## config.mk

```make
export PLATFORM = sky130hd
export DESIGN_NAME = qte_conv
export DESIGN_NICKNAME = d
export VERILOG_FILES = /design/src/design/qte_pkg.sv /design/src/design/qte_conv.sv
export SDC_FILE = /design/constraint.sdc
export NUM_CORES = 2
export LEC_CHECK = 0
export BUFFER_PORTS_ARGS = -buffer_cell sky130_fd_sc_hd__buf_2
export CAP_MARGIN = 5
export CORE_MARGIN = 5
export CORE_UTILIZATION = 35
export DETAILED_ROUTE_END_ITERATION = 8
export PLACE_DENSITY = 0.51
export SETUP_SLACK_MARGIN = 0.3
export SLEW_MARGIN = 20
export SYNTH_ARGS = -nofsm -noshare
export SYNTH_HDL_FRONTEND = slang
export SYNTH_SLANG_ARGS = --single-unit
```

## constraint.sdc

```tcl
create_clock -name clk_i -period 4.65 [get_ports clk_i]
set_clock_uncertainty 0.2 [all_clocks]
set_input_delay 0.93 -clock clk_i [delete_from_list [all_inputs] [get_ports clk_i]]
set_output_delay 0.93 -clock clk_i [all_outputs]
set_load 0.005 [all_outputs]
```

## src/design/qte_pkg.sv

```systemverilog
package qte_pkg;

  localparam int CordicStagesDefault = 16;
  localparam int AtanTableLen        = 24;

  localparam int TermW   = 34;  // Q28 products of the quaternion terms
  localparam int XyW     = 36;  // CORDIC vector width, room for gain and sign
  localparam int AngW    = 34;  // Q30 radian angle
  localparam int PitW    = 30;  // clamped asin argument
  localparam int MagW    = 29;
  localparam int SqW     = 58;  // square root remainder and partial root
  localparam int SqSteps = 29;  // one result bit per cell
  localparam int SqTopBit = 56;

  localparam logic signed [TermW-1:0] OneQ28 = 34'sd268435456;
  localparam logic signed [AngW-1:0]  PiQ30  = 34'sd3373259426;
  localparam logic [29:0] DegPerRadQ24       = 30'd961263669;

  typedef logic signed [TermW-1:0] term_t;
  typedef logic signed [AngW-1:0]  ang_t;

  typedef struct packed {
    logic [SqW-1:0]         rem;
    logic [SqW-1:0]         root;
    logic signed [PitW-1:0] pit;
    term_t                  roll_s;
    term_t                  roll_c;
    term_t                  yaw_s;
    term_t                  yaw_c;
  } sqrt_bundle_t;

  typedef struct packed {
    logic signed [XyW-1:0] x;
    logic signed [XyW-1:0] y;
    ang_t                  z;
    logic                  zero;
  } cordic_lane_t;

  // lane 0 roll, lane 1 pitch, lane 2 yaw
  typedef cordic_lane_t [2:0] cordic_bundle_t;

  function automatic logic [29:0] atan_q30(input int idx);
    logic [29:0] v;
    unique case (idx)
      0:  v = 30'd843314857;
      1:  v = 30'd497837829;
      2:  v = 30'd263043837;
      3:  v = 30'd133525159;
      4:  v = 30'd67021687;
      5:  v = 30'd33543516;
      6:  v = 30'd16775851;
      7:  v = 30'd8388437;
      8:  v = 30'd4194283;
      9:  v = 30'd2097149;
      10: v = 30'd1048576;
      11: v = 30'd524288;
      12: v = 30'd262144;
      13: v = 30'd131072;
      14: v = 30'd65536;
      15: v = 30'd32768;
      16: v = 30'd16384;
      17: v = 30'd8192;
      18: v = 30'd4096;
      19: v = 30'd2048;
      20: v = 30'd1024;
      21: v = 30'd512;
      22: v = 30'd256;
      23: v = 30'd128;
      default: v = 30'd0;
    endcase
    return v;
  endfunction

endpackage

```

## src/design/qte_conv.sv

```systemverilog
module qte_conv import qte_pkg::*; (
  input  logic            clk_i,
  input  logic            rst_ni,
  input  logic            en_i,
  input  logic            vld_i,
  input  logic            deg_i,
  input  ang_t [2:0]      ang_i,
  output logic            vld_o,
  output logic [47:0]     res_o
);

  localparam logic signed [47:0] KDeg = 48'($signed({1'b0, DegPerRadQ24}));
  localparam logic signed [65:0] HalfLsb = 66'sd1 <<< 46;

  logic                     vld_a_q, vld_b_q;
  logic signed [17:0]       rad_q [3];
  logic signed [47:0]       phi_q [3];
  logic [46:0]              plo_q [3];
  logic [47:0]              res_q, res_d;
  logic signed [34:0]       rad_sum [3];
  logic signed [65:0]       deg_sum [3];
  logic signed [18:0]       deg_v [3];
  logic signed [18:0]       pick [3];

  // register the two partial products of ang * 180/pi apart
  always_comb begin
    for (int l = 0; l < 3; l++) begin
      rad_sum[l] = 35'(ang_i[l]) + 35'sd65536;
    end
  end

  always_ff @(posedge clk_i) begin
    if (en_i) begin
      for (int l = 0; l < 3; l++) begin
        rad_q[l] <= rad_sum[l][34:17];
        phi_q[l] <= 48'($signed(ang_i[l][AngW-1:17])) * KDeg;
        plo_q[l] <= 47'(ang_i[l][16:0]) * 47'(DegPerRadQ24);
      end
    end
  end

  always_comb begin
    for (int l = 0; l < 3; l++) begin
      deg_sum[l] = (66'(phi_q[l]) <<< 17) + 66'($signed({1'b0, plo_q[l]})) + HalfLsb;
      deg_v[l]   = deg_sum[l][65:47];
      pick[l]    = deg_i ? deg_v[l] : 19'(rad_q[l]);
      if (pick[l] > 19'sd32767) begin
        res_d[16*l +: 16] = 16'h7fff;
      end else if (pick[l] < -19'sd32768) begin
        res_d[16*l +: 16] = 16'h8000;
      end else begin
        res_d[16*l +: 16] = pick[l][15:0];
      end
    end
  end

  always_ff @(posedge clk_i or negedge rst_ni) begin
    if (!rst_ni) begin
      vld_a_q <= 1'b0;
      vld_b_q <= 1'b0;
    end else if (en_i) begin
      vld_a_q <= vld_i;
      vld_b_q <= vld_a_q;
    end
  end

  always_ff @(posedge clk_i) begin
    if (en_i) begin
      res_q <= res_d;
    end
  end

  assign vld_o = vld_b_q;
  assign res_o = res_q;

endmodule

```

# ---- Yosys cells after proc, flatten, opt, wreduce, memory -nomap -nowiden
# Memory sizes are Yosys's and may differ from the RTL's.
# Cells that the tools add are included.
dict set report totals {
  memories 3
  reg_bits 50
  output_inout_bits 49
  ramBits 339
}
# memory depth word_bits read_ports rd_clocked_by_memory_dff wr line_no
set memory_table {}
lappend memory_table {phi_q 3 48 3 0 3 qte_conv.sv:17} ;# logic signed [47:0] phi_q [3];
lappend memory_table {plo_q 3 47 3 0 3 qte_conv.sv:18} ;# logic [46:0] plo_q [3];
lappend memory_table {rad_q 3 18 3 0 3 qte_conv.sv:16} ;# logic signed [17:0] rad_q [3];
dict set report classes {
  mux 8
  n_mul 6
  add_sub_neg 9
  order_cmp 6
}
# op count
set ops {}
lappend ops {{65-bit by 48-bit adder with 66-bit output} 3}
lappend ops {{66-bit by 48-bit adder with 66-bit output, second input constant} 3}
lappend ops {{17-bit by 31-bit multiplier with 48-bit output, second input constant} 3}
lappend ops {{17-bit by 31-bit multiplier with 47-bit output, second input constant} 3}
lappend ops {{34-bit by 18-bit adder with 35-bit output, second input constant} 3}
lappend ops {{19-bit by 16-bit > comparator with 1-bit output, second input constant} 3}
lappend ops {{19-bit by 16-bit less-than comparator with 1-bit output, second input constant} 3}
lappend ops {{19-bit 2-to-1 mux} 3}
lappend ops {{16-bit 2-to-1 mux} 3}
lappend ops {{1-bit 2-to-1 mux} 2}

# ---- Longest topological paths before layout
dict set report logic_depth {
  depth_word 5
  mapped_depth 23
}

# ---- Least setup slack after synthesis
# No wires, ideal clock.
dict set report synth_path {
  path_kind {input to register}
  startpoint {in ang_i[93] (netlist bit)}
  endpoint {mem phi_q[2][44], in the netlist phi_q[0][140] (data pin)}
  slack_ns -2.208
  required_time_ns 4.186
  setup_time_ns 0.264
  stages 22
  arrival_ns 6.394
  cell_sequence {fa_1 -> inv_1 -> fa_1 -> inv_1 -> fa_1 -> inv_1 -> fa_1 -> inv_1 -> fa_1 -> inv_1 -> fa_1 -> inv_1 -> ha_1 -> a22o_1 -> a311oi_1 -> o21ai_0 -> a21bo_2 -> nor3_1 -> o41ai_1 -> o21ai_0 -> a221oi_1 -> xnor2_1}
}
# item line_no
set synth_rtl {}
lappend synth_rtl {{start: declaration} qte_conv.sv:7} ;# input ang_t [2:0] ang_i,
lappend synth_rtl {{end: declaration} qte_conv.sv:17}

==> impl_metrics.tcl <==
set metrics [dict create \
    ys_top_cells_by_area "fa_1, ha_1, edfxtp_1" \
    initialDrtViolationCount 2079 \
    status "finished, violations left" \
    wl_per_cell_um 18.5 \
    synth-main-ff-cell "edfxtp_1" \
    grt_use_total 0.200 \
    dr.pass1.iters 5 \
    drc 0 \
    rr_worst_depth 15 \
    seq_area_frac_synth 0.154 \
    synth_edf_count 336 \
    vias_per_cell 4.62 \
    place.gp.congestion 0.961 \
    worst_slew_pin_slew_ns 0.810 \
    grt_pass1_wl_mm 306 \
    cts_buffers 42 \
    cts.sinks 338 \
    maxCapViolations 0 \
    clk_latency_ns 0.62 \
    tritoncts "done" \
    port-buffer-count 155 \
    slowest_stage "fa_1" \
    drive_gt1_frac 0.290 \
    antenna_found_initial 12 \
    async_reset_ff_frac 0.00592 \
    area_growth_pct 31.4 \
    max-clock-path-buffers 3 \
    fmax_mhz 158 \
    crit_fanout 3 \
    drv_slew 0 \
    wl_met3_mm 6.80 \
    hold_path_class "flip-flop to flip-flop" \
    synth_top_cell_area_share 0.312 \
    critPathLaunch "ang_i[95]" \
    dpl.hpwl_mm 173 \
    num_rows 159 \
    syn_inst 6322 \
    reg2reg_to "res_o[0]" \
    cts-root-buf "clkbuf_16" \
    antenna_left 0 \
    reg2reg_slack_ns 0.11 \
    top_layer_used "met5" \
    cts-htree-levels 2 \
    endpoint_kind "flip-flop" \
    grt_max_degree 77 \
    criticalPathCategory "primary input to flip-flop" \
    grt_remaining_overflow 0 \
    path_cells "buf_6, fa_1, inv_2, fa_1, inv_2, fa_1, inv_1, fa_1, inv_2, fa_1, inv_1, fa_1, inv_2, ha_4, or3_1, a311oi_2, o21ai_1, a21bo_2, nor3_4, o41ai_2, buf_4, o21ai_4, a221oi_2, xnor2_1" \
    relSlewSlack 0.460 \
    ys_warn_count 0 \
    final_core_util 0.461 \
    synth_seq_cells 338 \
    die_x_um 443 \
    timing.final.crit_period_ns 6.31 \
    syn_area_um2 65700 \
    grt_setup_unrepaired "true" \
    die_area_um2 196000 \
    io_pins 156 \
    finalSetupViolCount 195 \
    vias 48318 \
    min-delay-start "vld_a_q" \
    crit_required_ns 4.81 \
    hold_violations 0 \
    max_stage_delay_ns 0.57 \
    post-route-period-util 1.36 \
    crit_path_frequent_cell "fa_1" \
    wl_met2_mm 87.7 \
    start_util 0.351 \
    drt-total-wl_mm 194 \
    r2r_start "phi_q[0][2]" \
    synth_nets 8799 \
    worstSetupEndpoint "phi_q[0][140]" \
    clk_pin_slew_ns 0.06 \
    yosys.area.top_type "fa_1" \
    violations "negative setup slack" \
    worstPathArrival_ns 6.47 \
    die-height_um 443 \
    m1WireLength_mm 94.5 \
    synth_cell_types 81 \
    start_kind "primary input" \
    setup_ws_ns -1.66 \
    fin_nets 10412 \
    core_um2 187000 \
    grt_pass1_vias 53205 \
    synth_area_per_cell_um2 10.4 \
]
per-stage QoR:
step / hold WS, ns / area, um2 / setup slack [ns] / setup TNS [ns] / instances
2_1_floorplan: 0.275 / 67700 / -1.91 / -218.33 / 6322
3_3_place_gp: 0.284 / 81700 / -2.54 / -344.65 / 10286
3_5_place_dp: 0.302 / 81700 / -2.53 / -348.16 / 10286
4_1_cts: 0.272 / 85200 / -1.66 / -191.53 / 10431
5_1_grt: 0.302 / 86300 / -1.81 / -224.50 / 10465
6_report: 0.310 / 86300 / -1.66 / -195.24 / 10467
critical path, delay by kind of cell:
| kind | cells | cell delay [ns] |
|---|---|---|
| buf+inv | 8 | 0.59 |
| fa+ha+maj | 7 | 3.32 |
| compound gates | 6 | 1.17 |
| simple gates | 2 | 0.38 |
| xor+xnor | 1 | 0.09 |
area by class of cell:
type / instances / area (um2)
fill: 17721 / 101000
clock inverter: 28 / 360
timing repair buffer: 1610 / 12500
sequential: 338 / 10100
antenna: 3 / 7.51
clock buffer: 50 / 1080
multi-input combinational: 4193 / 52500
tap: 2495 / 3120
inverter: 1750 / 6630
logic make-up after synthesis:
group	Yosys count	share of synthesized area
xor gates and xnor gates	287	0.0383
DFF	338	0.154
buffers and inverters	1791	0.103
muxes	31	0.00478
AOI/OAI and AO/OA	818	0.0803
adders and majority gates	2370	0.568
and+or+nand+nor	687	0.0514
sequential cells by signal, indices dropped and copies added (netlist names):
| register | flops |
|---|---|
| rad_q | 54 |
| vld_o | 1 |
| res_o | 48 |
| phi_q | 144 |
| vld_a_q | 1 |
| plo_q | 90 |
how the worst min path moves through the flow:
stage | endpoint | slack, ns | cells past startpoint
2_1_floorplan | vld_a_q | 0.27 | 1
3_3_place_gp | vld_a_q | 0.28 | 1
3_5_place_dp | vld_a_q | 0.30 | 1
4_1_cts | vld_a_q | 0.27 | 2
5_1_grt | vld_a_q | 0.30 | 2
6_report | vld_a_q | 0.31 | 1
Yosys cell counts (8+ instances only):
cell type	number
a2111oi_0	11
o21bai_1	24
mux2i_1	28
nor3_1	55
o21a_1	27
o211ai_1	16
nor2_1	148
xor2_1	96
fa_1	1023
or3_1	12
a21oi_1	274
a221o_1	8
and4_1	10
o21ai_0	133
xnor2_1	191
a31oi_1	31
nor2b_1	41
nand4_1	50
a211oi_1	30
ha_1	1347
clkbuf_1	35
inv_1	1750
a21boi_0	10
a21o_1	146
nand3_1	79
nor4_1	11
edfxtp_1	336
nand2_1	173
and2_1	20
nand2b_1	31
o31ai_1	8
and3_1	35
o21ai_1	9
layout by cell type, fill, tap and decap left out, types with 19 or more instances in the layout:
master     count
o21ai_1       29
nand2b_1      27
ha_1        1204
and3_1        33
a31oi_1       19
o21ai_0       78
buf_6        104
xnor2_2       21
nor3_1        42
o21a_1        27
fa_1         957
inv_2         71
buf_2        116
buf_4       1354
o21bai_1      21
fa_2          66
a21oi_2       77
xor2_1        93
a21o_1       146
inv_1       1659
buf_12        19
edfxtp_1     336
nor2_1       125
clkbuf_16     42
nand2_1      157
nand3_1       69
xnor2_1      169
nor2b_1       36
ha_4         118
ha_2          25
mux2i_1       28
o21ai_2       25
a21oi_1      190
nand4_1       50
timing repair:
item                                    in CTS  in global routing
hold endpoints to repair                     2                  0
hold buffers                                 1                  0
pin swaps                                  266                157
buffers inserted                            66                 33
endpoints found under the setup margin     220                245
gates resized for setup                    346                200
layer usage:
layer | vias to the layer above | track usage
li1 | 23672 | -
met1 | 23871 | 0.288
met2 | 593 | 0.322
met3 | 172 | 0.0249
met4 | 10 | 0.0444
met5 | - | 0
Power is not shown: default switching activity piles up to over one toggle a cycle in this logic, so the estimate is an artifact.
