**src/design/qte_pkg.sv**
```systemverilog
package qte_pkg;

  localparam int CordicStagesDefault = 16;
  localparam int AtanTableLen        = 24;

  localparam int TermW   = 34;  // Q28 products of the quaternion terms
  localparam int XyW     = 36;  // CORDIC vector width, room for gain and sign
  localparam int AngW    = 34;  // Q30 radian angle
  localparam int PitW    = 30;  // clamped asin argument
  localparam int MagW    = 29;
  localparam int SqW     = 58;  // square root remainder and partial root
  localparam int SqSteps = 29;  // one result bit per cell
  localparam int SqTopBit = 56;

  localparam logic signed [TermW-1:0] OneQ28 = 34'sd268435456;
  localparam logic signed [AngW-1:0]  PiQ30  = 34'sd3373259426;
  localparam logic [29:0] DegPerRadQ24       = 30'd961263669;

  typedef logic signed [TermW-1:0] term_t;
  typedef logic signed [AngW-1:0]  ang_t;

  typedef struct packed {
    logic [SqW-1:0]         rem;
    logic [SqW-1:0]         root;
    logic signed [PitW-1:0] pit;
    term_t                  roll_s;
    term_t                  roll_c;
    term_t                  yaw_s;
    term_t                  yaw_c;
  } sqrt_bundle_t;

  typedef struct packed {
    logic signed [XyW-1:0] x;
    logic signed [XyW-1:0] y;
    ang_t                  z;
    logic                  zero;
  } cordic_lane_t;

  // lane 0 roll, lane 1 pitch, lane 2 yaw
  typedef cordic_lane_t [2:0] cordic_bundle_t;

  function automatic logic [29:0] atan_q30(input int idx);
    logic [29:0] v;
    unique case (idx)
      0:  v = 30'd843314857;
      1:  v = 30'd497837829;
      2:  v = 30'd263043837;
      3:  v = 30'd133525159;
      4:  v = 30'd67021687;
      5:  v = 30'd33543516;
      6:  v = 30'd16775851;
      7:  v = 30'd8388437;
      8:  v = 30'd4194283;
      9:  v = 30'd2097149;
      10: v = 30'd1048576;
      11: v = 30'd524288;
      12: v = 30'd262144;
      13: v = 30'd131072;
      14: v = 30'd65536;
      15: v = 30'd32768;
      16: v = 30'd16384;
      17: v = 30'd8192;
      18: v = 30'd4096;
      19: v = 30'd2048;
      20: v = 30'd1024;
      21: v = 30'd512;
      22: v = 30'd256;
      23: v = 30'd128;
      default: v = 30'd0;
    endcase
    return v;
  endfunction

endpackage

```
**src/design/qte_sqrt_cell.sv**
```systemverilog
module qte_sqrt_cell import qte_pkg::*; #(
  parameter int BIT_POS = 56
) (
  input  logic         clk_i,
  input  logic         rst_ni,
  input  logic         en_i,
  input  logic         vld_i,
  input  sqrt_bundle_t d_i,
  output logic         vld_o,
  output sqrt_bundle_t q_o
);

  localparam logic [SqW-1:0] Bit = SqW'(1) << BIT_POS;

  logic           vld_q;
  sqrt_bundle_t   q_q, q_d;
  logic [SqW-1:0] trial;

  // one restoring step: try root+bit against the remainder
  always_comb begin
    q_d   = d_i;
    trial = d_i.root + Bit;
    if (d_i.rem >= trial) begin
      q_d.rem  = d_i.rem - trial;
      q_d.root = (d_i.root >> 1) + Bit;
    end else begin
      q_d.root = d_i.root >> 1;
    end
  end

  always_ff @(posedge clk_i or negedge rst_ni) begin
    if (!rst_ni) begin
      vld_q <= 1'b0;
    end else if (en_i) begin
      vld_q <= vld_i;
    end
  end

  always_ff @(posedge clk_i) begin
    if (en_i) begin
      q_q <= q_d;
    end
  end

  assign vld_o = vld_q;
  assign q_o   = q_q;

endmodule

```
**config.mk**
```make
export PLATFORM = sky130hd
export DESIGN_NAME = qte_sqrt_cell
export DESIGN_NICKNAME = d
export VERILOG_FILES = /design/src/design/qte_pkg.sv /design/src/design/qte_sqrt_cell.sv
export SDC_FILE = /design/constraint.sdc
export NUM_CORES = 1
export LEC_CHECK = 0
export BUFFER_PORTS_ARGS = -buffer_cell sky130_fd_sc_hd__buf_2
export CORE_AREA = 3 3 255 182
export CTS_CLUSTER_SIZE = 40
export DETAILED_ROUTE_END_ITERATION = 16
export DIE_AREA = 0 0 258 185
export PLACE_DENSITY = 0.66
export SLEW_MARGIN = 30
export SYNTH_ARGS = -nofsm -noshare
export SYNTH_HDL_FRONTEND = slang
export SYNTH_SLANG_ARGS = --single-unit
```
**constraint.sdc**
```tcl
create_clock -name clk_i -period 0.85 [get_ports clk_i]
set_clock_uncertainty 0.15 [all_clocks]
set_input_delay 0.1275 -clock clk_i [delete_from_list [all_inputs] [get_ports clk_i]]
set_output_delay 0.1275 -clock clk_i [all_outputs]
set_load 0.02 [all_outputs]
```
**After elaboration in Yosys (flattened, before gate mapping)**

Index checks and enable logic that the tools add are counted.

- Register bits: 283
- Input bits: 286
- Output and inout bits: 283
- Logic and storage cells: 15

- $add $sub $neg: 3
- $lt $le $gt $ge: 1
- Muxes and demuxes: 2

Operator list:

| operator | count |
|---|---|
| $add A57 B57 Y58 const B | 1 |
| $add A58 B57 Y58 const B | 1 |
| $ge A58 B58 Y1 | 1 |
| $mux W58 | 1 |
| $sub A58 B58 Y58 | 1 |
| $mux W57 | 1 |

**Depth between registers and ports, before layout**

Gate-level depths: netlist of the first run.

- Depth after elaboration: 3
- Mapped depth: 16
- Depth with buffers taken out: 13

**Worst setup path before layout of the first run**

No wires, ideal clock.

- Kind: input to register
- Start point: input port d_i[193] in the netlist's numbering
- End point: register q_q (netlist bit q_o[260]), data pin
- Setup time: 0.260 ns
- Arrival: 2.888 ns
- Data required time: 0.440 ns
- Path slack: -2.447 ns
- Stages on the path: 13
- Buffers on the path: 2
- Path through: inv_1 -> ha_1 -> and3_1 -> nand2_1 -> or3_1 -> or4_4 -> o31ai_4 -> nor4_1 -> o311a_1 -> buf_6 -> nor2_4 -> buf_2 -> mux2_2

RTL lines:

| item | line | RTL |
|---|---|---|
| start, declared | qte_sqrt_cell.sv:8 | `input sqrt_bundle_t d_i,` |
| end signal, assigned | qte_sqrt_cell.sv:41 | `q_q <= q_d;` |
| end, declared | qte_sqrt_cell.sv:16 | `sqrt_bundle_t q_q, q_d;` |

==> results.json, run 1 <==
{
  "worstSetupEndpointType": "register",
  "drt_iter0_markers": 1037,
  "cts_sinks": 283,
  "crit_end": "q_o[281]",
  "synth_most_common_cell": "edfxtp_1",
  "synth-seq-cells": 283,
  "start_util": 0.300,
  "die_w_um": 258,
  "clock.fmax_mhz": 330,
  "timing_worst_slew_pin_value_ns": 0.498,
  "grt_max_degree": 52,
  "drv_slew": 0,
  "final_util": 0.570,
  "synth_top_area_cell": "edfxtp_1",
  "finalNetCount": 2462,
  "cts-root-buf": "clkbuf_16",
  "die_y_um": 185,
  "syn2layout_area_growth_pct": 90.2,
  "cellPowerDensity_nw_per_um2": 1870,
  "worst-path-stages": 14,
  "worstPathArrival_ns": 3.25,
  "start_kind": "input port",
  "cpPeakStageDelay_ns": 0.53,
  "r2r_cells": 1,
  "grt_overflow_total": 0,
  "async_reset_ff_frac": 0.00353,
  "ys.flop_type": "edfxtp_1",
  "slowest_stage": "or4_4",
  "final_cells": 2734,
  "synth.avg_cell_area_um2": 13.4,
  "antenna_found_initial": 17,
  "insertion_delay_ns": 0.58,
  "cp.buffers_inverters": 3,
  "hpwlAfterDp_mm": 44.4,
  "crit_required_ns": 1.08,
  "grt_first_pass_wirelength_mm": 86.3,
  "core_um2": 43800,
  "max_slew_margin": 0.665,
  "dieArea_um2": 47700,
  "io_pins": 569,
  "synth_area_um2": 13100,
  "htree_num_levels": 1,
  "wire_per_inst_um": 22.7,
  "path_cells": "buf_8, xnor2_4, ha_4, nand2_4, or4_4, nor4_4, nand4_1, o31ai_4, nor4_2, o311a_4, buf_6, or2_4, buf_12, o41ai_4",
  "yosys_warnings": 0,
  "finalSetupViolCount": 344,
  "p_leak_nw": 11.0,
  "synth.top_cells.by_count": "edfxtp_1, inv_1, o21ai_0",
  "synth_cell_types": 64,
  "cts_hold_buf": 251,
  "rr_endpoint": "vld_o",
  "rsz0062_at_grt": "yes",
  "holdWs_ns": -0.317,
  "drive_gt1_frac": 0.486,
  "ir_drop_uv": 1320,
  "routed_wl_mm": 62.1,
  "gp_congestion": 0.970,
  "cts_tree": "done",
  "outcome": "finished, violations left",
  "port_buffers": 568,
  "rows": 64,
  "clk_pin_slew_ns": 0.07,
  "fin_ws_ns": -2.18,
  "syn_inst": 983,
  "numCtsBuffers": 29,
  "critPathLaunch": "d_i[223]",
  "yosysTopAreaCellShare": 0.645,
  "placedCellCount": 2399,
  "clk_path_buf_depth": 3,
  "maxCapViolations": 0,
  "remaining_drc_errors": 0,
  "min_path_type": "input port to register",
  "via_per_inst": 4.82,
  "synth_edf_count": 282,
  "grt_usage": 0.241,
  "critical_path_class": "input port to register",
  "timing.final.crit_share": 3.56,
  "num_vias": 13200,
  "violations": "negative hold slack, negative setup slack",
  "synthTopCellsByArea": "edfxtp_1, ha_1, mux2_2",
  "reg2reg_from": "vld_o",
  "synth_nets": 1328,
  "crit_family": "simple AND/OR/NAND/NOR gates",
  "post-route-min-period_ns": 3.03,
  "rrSetupSlack_ns": -0.09,
  "antenna_left": 0,
  "path_max_fanout": 5,
  "grt_pass1_vias": 13500,
  "ys_seq_area_frac": 0.647,
  "firstDrtPassIters": 5,
  "finalHoldViolCount": 160,
  "whs_path_depth": 3
}
==> registers in the layout (all words and copies together) (netlist names) <==
| signal | cells |
|---|---|
| q_o | 282 |
| vld_o | 1 |
==> per-layer routing <==
metal,share of wire,up-vias,routed length (µm),global-route usage
li1,-,6006,-,-
met2,0.50,577,30900,0.428
met5,0.0023,-,144,0
met3,0.073,155,4570,0.0627
met4,0.051,22,3170,0.0919
met1,0.38,6429,23400,0.280
==> layout by cell type (no fill, tap or decap), types with 33 or more instances in the layout <==
master	n
buf_6	260
buf_4	282
a21oi_1	69
buf_2	314
o21ai_0	38
a21o_1	33
nand2_1	56
xnor2_1	33
edfxtp_1	282
nor2_1	35
ha_1	50
dlygate4sd3_1	251
inv_1	71
==> power breakdown <==
group | switching, mW | total [mW] | internal, mW | leakage (nW)
Combinational | 6.99 | 14.4 | 7.39 | 7.76
Clock | 5.88 | 14.6 | 8.69 | 0.513
Sequential | 0.711 | 17.7 | 17.0 | 2.77
==> what timing repair did <==
| action | in CTS | in global routing |
|---|---|---|
| gates resized for setup | 443 | 214 |
| setup endpoints to repair | 344 | 344 |
| buffers inserted | 21 | 7 |
| endpoints found under the hold margin | 535 | 208 |
| gates cloned | 6 | 0 |
| pin swaps | 30 | 26 |
==> metrics by stage <==
stage	area [µm²]	hold slack (ns)	total power, mW	setup TNS (ns)	setup WS, ns
floorplan	13200	-0.318	22.7	-135.24	-2.36
global placement	18900	-0.247	27.9	-238.16	-2.88
detailed placement	18900	-0.244	28.0	-249.04	-3.06
CTS	24200	-0.300	45.9	-289.71	-2.17
global route	25000	-0.338	48.3	-296.46	-2.20
finish	25000	-0.317	46.6	-281.79	-2.18
==> logic make-up (layout without fill, tap and decap cells) <==
family	after synthesis	in the layout	synth area share
compound gates	270	270	0.133
xor+xnor	47	47	0.0314
mux	37	37	0.0315
flops	283	283	0.647
fa+ha+maj	59	59	0.0568
simple gates	184	184	0.0684
other cells	0	4	0
buf+inv	103	1256	0.0320
==> final cells by class <==
type                            count  area (µm²)
Fill cell                        3532       18800
Timing Repair Buffer             1131        9610
Sequential cell                   283        8490
Multi-Input combinational cell    597        4770
Tap cell                          594         743
Clock buffer                       30         729
Clock inverter                     20         329
Inverter                           75         284
Antenna cell                        4        10.0
==> worst min-delay path by stage <==
| stage | from | endpoint | slack [ns] |
|---|---|---|---|
| global placement | rst_ni | vld_o | -0.25 |
| global route | d_i[224] | q_o[224] | -0.34 |
| detailed placement | rst_ni | vld_o | -0.24 |
| floorplan | rst_ni | vld_o | -0.32 |
| CTS | d_i[224] | q_o[224] | -0.30 |
| finish | d_i[224] | q_o[224] | -0.32 |
Power figures use the tool's default switching activity.
==> run 2: changes to the inputs <==
- SETUP_SLACK_MARGIN: unset -> 0.5
==> run 2 against run 1 <==
Effect of this change:
- the run still ends with negative hold slack, negative setup slack left
- via count down 7.4%
- sequential power about the same
- power down 1.7%
- clock power about the same
- maximum frequency down 0.21%
- design area down 6.7%
- critical path type unchanged
==> results.json, run 2 (synthesized netlist as in run 1, its figures left out) <==
{
  "grt_overflow_total": 0,
  "rows": 64,
  "largest_register_ffs": 282,
  "slowest_stage": "or4_4",
  "timing_worst_slew_pin_value_ns": 0.492,
  "p_leak_nw": 10.4,
  "intPower_mw": 32.6,
  "place_ws_ns": -3.06,
  "cpPeakStageDelay_ns": 0.53,
  "clock.fmax_mhz": 330,
  "firstDrtPassIters": 5,
  "syn2layout_area_growth_pct": 77.4,
  "holdWs_ns": -0.848,
  "path_cells": "buf_8, xnor2_4, ha_4, nand2_4, or4_4, nor4_4, nand4_1, o31ai_4, nand2b_4, o21ai_4, nor2_4, buf_6, buf_8, buf_12, mux2_4",
  "grt_pass1_vias": 12000,
  "crit_family": "simple AND/OR/NAND/NOR gates",
  "htree_num_levels": 1,
  "timing.final.crit_share": 3.57,
  "grt_first_pass_wirelength_mm": 78.5,
  "seq_power_share": 0.384,
  "cpMostUsedCell": "buf_8",
  "die_y_um": 185,
  "min_path_type": "input port to asynchronous set/reset pin",
  "start_kind": "input port",
  "worstPathArrival_ns": 3.20,
  "io_pins": 569,
  "finalHoldViolCount": 432,
  "critical_path_class": "input port to register",
  "die_w_um": 258,
  "drt_iter0_markers": 900,
  "power_frac_clock": 0.316,
  "drive_gt1_frac": 0.561,
  "pwr-share-comb": 0.301,
  "worstSetupEndpointType": "register",
  "switchingPower_mw": 13.2,
  "cts_sinks": 283,
  "mostFrequentLayoutCell": "buf_2",
  "clk_pin_slew_ns": 0.07,
  "path_max_fanout": 6,
  "final_cell_mix": "buf_2, buf_4, edfxtp_1, buf_6, inv_1",
  "grt_usage": 0.222,
  "core_um2": 43800,
  "outcome": "finished, violations left",
  "drv_slew": 0,
  "dieArea_um2": 47700,
  "hpwlAfterDp_mm": 44.4,
  "reg2reg_from": "vld_o",
  "violations": "negative hold slack, negative setup slack",
  "start_util": 0.300,
  "ir_drop_uv": 1350,
  "port_buffers": 568,
  "maxCapViolations": 0,
  "wire_per_inst_um": 23.4,
  "critPathLaunch": "d_i[223]",
  "insertion_delay_ns": 0.58,
  "numCtsBuffers": 29,
  "gp_congestion": 0.970,
  "max_slew_margin": 0.669,
  "cts_tree": "done",
  "antenna_found_initial": 26,
  "cp.buffers_inverters": 4,
  "num_vias": 12200,
  "cellPowerDensity_nw_per_um2": 1970,
  "rrSetupSlack_ns": -0.07,
  "finalInstanceArea_um2": 23300,
  "fin_ws_ns": -2.18,
  "post-route-min-period_ns": 3.03,
  "cts-root-buf": "clkbuf_16",
  "postPlaceCellArea_um2": 18900,
  "rsz0062_at_grt": "yes",
  "grt_max_degree": 52,
  "antenna_left": 0,
  "clk_path_buf_depth": 3,
  "crit_required_ns": 1.02,
  "swShare": 0.289,
  "via_per_inst": 4.83,
  "routed_wl_mm": 59.2,
  "finalSetupViolCount": 344,
  "finalNetCount": 2258,
  "remaining_drc_errors": 0
}
-- run 2: cell types whose count changed in the layout (fill, tap and decap cells not counted), sizes merged --
cell / change
clkbuf: +15
diode: +2
dlygate4sd3: -251
buf: +32
-- run 2: layer usage --
metal / vias up / GRT usage / part of all wire / routed length [µm]
met5: - / 0 / 0.0037 / 218
li1: 5615 / - / - / -
met2: 479 / 0.392 / 0.50 / 29600
met3: 123 / 0.0666 / 0.074 / 4360
met1: 5966 / 0.259 / 0.38 / 22700
met4: 34 / 0.0782 / 0.039 / 2320
-- run 2: timing repair --
action,CTS,global route
setup buffers,21,26
pin swaps,30,29
cloned,10,20
resized for setup,449,215
hold endpoints to repair,451,504
setup endpoints to repair,608,621
-- run 2: layout make-up --
cell class | count | area, µm²
Timing Repair Buffer | 927 | 7970
Fill cell | 3727 | 20500
Tap cell | 594 | 743
Sequential cell | 283 | 8490
Clock inverter | 20 | 329
Multi-Input combinational cell | 597 | 4730
Antenna cell | 6 | 15.0
Clock buffer | 30 | 729
Inverter | 75 | 287
-- run 2: path summary, 6_finish.rpt --
kind	cells past startpoint	endpoint
max	15	q_o[250]
max reg2reg	1	vld_o
min reg2reg	1	vld_o
min in group clk_i	1	q_o[145]
min	1	vld_o
max in group asynchronous	1	vld_o
-- run 2: power by group through the flow --
stage               Combinational (mW)  Clock (mW)  Sequential [mW]
floorplan                         3.41           0             19.3
global placement                  10.3           0             17.6
detailed placement                10.4           0             17.6
CTS                               12.7        14.8             17.5
global route                      14.5        15.3             17.7
finish                            13.8        14.5             17.6
-- run 2: through the flow --
step / util / std cells / setup TNS, ns / total power [mW]
6_report: 0.532 / 2532 / -281.18 / 45.8
5_1_grt: 0.532 / 2531 / -297.37 / 47.5
4_1_cts: 0.498 / 2480 / -290.26 / 45.0
3_5_place_dp: 0.430 / 2399 / -249.04 / 28.0
3_3_place_gp: 0.430 / 2399 / -238.16 / 27.9
2_1_floorplan: - / 983 / -135.24 / 22.7
==> run 3: changes to the inputs <==
- CORE_AREA: 3 3 255 182 -> 3 3 219 221
- DIE_AREA: 0 0 258 185 -> 0 0 222 224
- PLACE_DENSITY: 0.66 -> 0.64
==> run 3 against run 2 <==
Effect of this change:
- the run still ends with negative hold slack, negative setup slack left
- register-to-register slack is essentially flat
- first-iteration DRC count shrank 1.9%
- non-clock buffer count shrank 34
- largest power group unchanged
- sequential power is essentially flat
- largest cell class unchanged
- via count shrank 0.17%
- global-route usage grew 0.56 points
- design area shrank 3.1%
- core utilization shrank 4.5 points
- flip-flop and latch count is the same
- cell count shrank 0.51%
- power shrank 2.2%
==> results.json, run 3 (synthesized netlist as in run 1, its figures left out) <==
{
  "outcome": "finished, violations left",
  "violations": "negative hold slack, negative setup slack",
  "drt_iter0_markers": 883,
  "dieArea_um2": 49700,
  "antenna_left": 0,
  "start_util": 0.283,
  "core_um2": 46400,
  "cts-root-buf": "clkbuf_16",
  "grt_overflow_total": 0,
  "drv_slew": 0,
  "worstPathArrival_ns": 3.16,
  "cellPowerDensity_nw_per_um2": 1980,
  "grt_usage": 0.228,
  "finalSetupViolCount": 344,
  "largest_register_ffs": 282,
  "rsz0062_at_grt": "yes",
  "ir_drop_uv": 1730,
  "slowest_stage": "or4_4",
  "die_w_um": 222,
  "final_util": 0.487,
  "grt_max_degree": 36,
  "mostFrequentLayoutCell": "buf_2",
  "die_y_um": 224,
  "io_pins": 569,
  "port_buffers": 568,
  "cts_tree": "done",
  "finalNetCount": 2230,
  "hpwlAfterDp_mm": 46.8,
  "via_per_inst": 4.84,
  "grt_pass1_vias": 12300,
  "start_kind": "input port",
  "insertion_delay_ns": 0.54,
  "wire_per_inst_um": 24.1,
  "cp.buffers_inverters": 4,
  "firstDrtPassIters": 5,
  "htree_num_levels": 2,
  "min_path_type": "input port to asynchronous set/reset pin",
  "rr_endpoint": "vld_o",
  "antenna_found_initial": 25,
  "clk_pin_slew_ns": 0.06,
  "rrSetupSlack_ns": -0.08,
  "final_cells": 2519,
  "numCtsBuffers": 35,
  "clock.fmax_mhz": 332,
  "rows": 79,
  "num_vias": 12200,
  "drive_gt1_frac": 0.544,
  "max_slew_margin": 0.633,
  "routed_wl_mm": 60.7,
  "crit_required_ns": 0.99,
  "placedCellCount": 2423,
  "cpMostUsedCell": "buf_12",
  "crit_family": "simple AND/OR/NAND/NOR gates",
  "cpPeakStageDelay_ns": 0.49,
  "worstSetupEndpointType": "register",
  "finalHoldViolCount": 516,
  "gp_congestion": 0.916,
  "holdWs_ns": -0.808,
  "fin_ws_ns": -2.16,
  "p_leak_nw": 10.1,
  "maxCapViolations": 0,
  "reg2reg_from": "vld_o",
  "final_cell_mix": "buf_2, buf_4, edfxtp_1, buf_6, inv_1",
  "clk_path_buf_depth": 3,
  "post-route-min-period_ns": 3.01,
  "timing_worst_slew_pin_value_ns": 0.545,
  "grt_first_pass_wirelength_mm": 84.1,
  "cts_sinks": 283,
  "critical_path_class": "input port to register",
  "timing.final.crit_share": 3.54,
  "remaining_drc_errors": 0,
  "r2r_cells": 1,
  "path_cells": "buf_8, xnor2_4, ha_4, nand2_4, or4_4, nor4_4, nand4_1, o31ai_4, nand2b_1, o21ai_4, nor2_4, buf_12, buf_12, buf_16, mux2_4",
  "path_max_fanout": 7,
  "syn2layout_area_growth_pct": 72.0
}
[run 3: changes by cell type in the layout (fill, tap and decap cells not counted), moves of 6 or more]
cell | before | now
o31ai_2 | 1 | 8
clkbuf_1 | 1 | 9
bufinv_16 | 8 | 1
buf_8 | 13 | 2
buf_6 | 250 | 244
buf_16 | 16 | 8
o21ai_0 | 38 | 47
o21ai_2 | 17 | 7
[run 3: worst max-delay path by stage]
stage / depth (start not counted) / from / to
2_1_floorplan: 13 / d_i[223] / q_o[232]
4_1_cts: 15 / d_i[223] / q_o[232]
6_report: 15 / d_i[223] / q_o[231]
3_3_place_gp: 13 / d_i[222] / q_o[266]
5_1_grt: 15 / d_i[223] / q_o[232]
3_5_place_dp: 13 / d_i[222] / q_o[263]
[run 3: through the flow]
stage / cell area, µm² / total power [mW] / hold slack [ns] / setup TNS (ns) / setup slack [ns]
global route: 22600 / 46.6 / -0.830 / -284.90 / -2.25
floorplan: 13200 / 22.7 / -0.318 / -135.24 / -2.36
finish: 22600 / 44.8 / -0.808 / -267.45 / -2.16
detailed placement: 19000 / 28.2 / -0.247 / -270.35 / -3.14
global placement: 19000 / 28.2 / -0.248 / -265.01 / -2.99
CTS: 21800 / 44.6 / -0.841 / -274.08 / -2.11
[run 3: area by class of cell]
type / instances / area, µm²
multi-input combinational: 597 / 4620
timing repair buffer: 893 / 7360
inverter: 75 / 282
sequential: 283 / 8490
tap: 607 / 759
clock inverter: 19 / 151
fill: 4118 / 23800
clock buffer: 44 / 910
antenna: 1 / 2.50
[run 3: routing by layer]
layer / track usage / vias up / wire length, µm / part of all wire
li1: - / 5545 / - / -
met1: 0.264 / 5963 / 23200 / 0.38
met2: 0.413 / 535 / 31100 / 0.51
met3: 0.0647 / 125 / 4470 / 0.074
met4: 0.0638 / 28 / 1800 / 0.030
met5: 0 / - / 167 / 0.0028
[run 3: where the power goes]
part	leakage, nW	internal (mW)	switching (mW)
Sequential	2.77	17.0	0.723
Combinational	6.81	6.57	6.58
Clock	0.510	7.96	6.01
Total	10.1	31.5	13.3
[run 3: timing repair]
action / CTS / global route
hold endpoints to repair: 304 / 553
setup endpoints to repair: 626 / 626
cloned: 4 / 14
gates resized for setup: 452 / 131
pin swaps: 17 / 3
setup buffers: 11 / 3
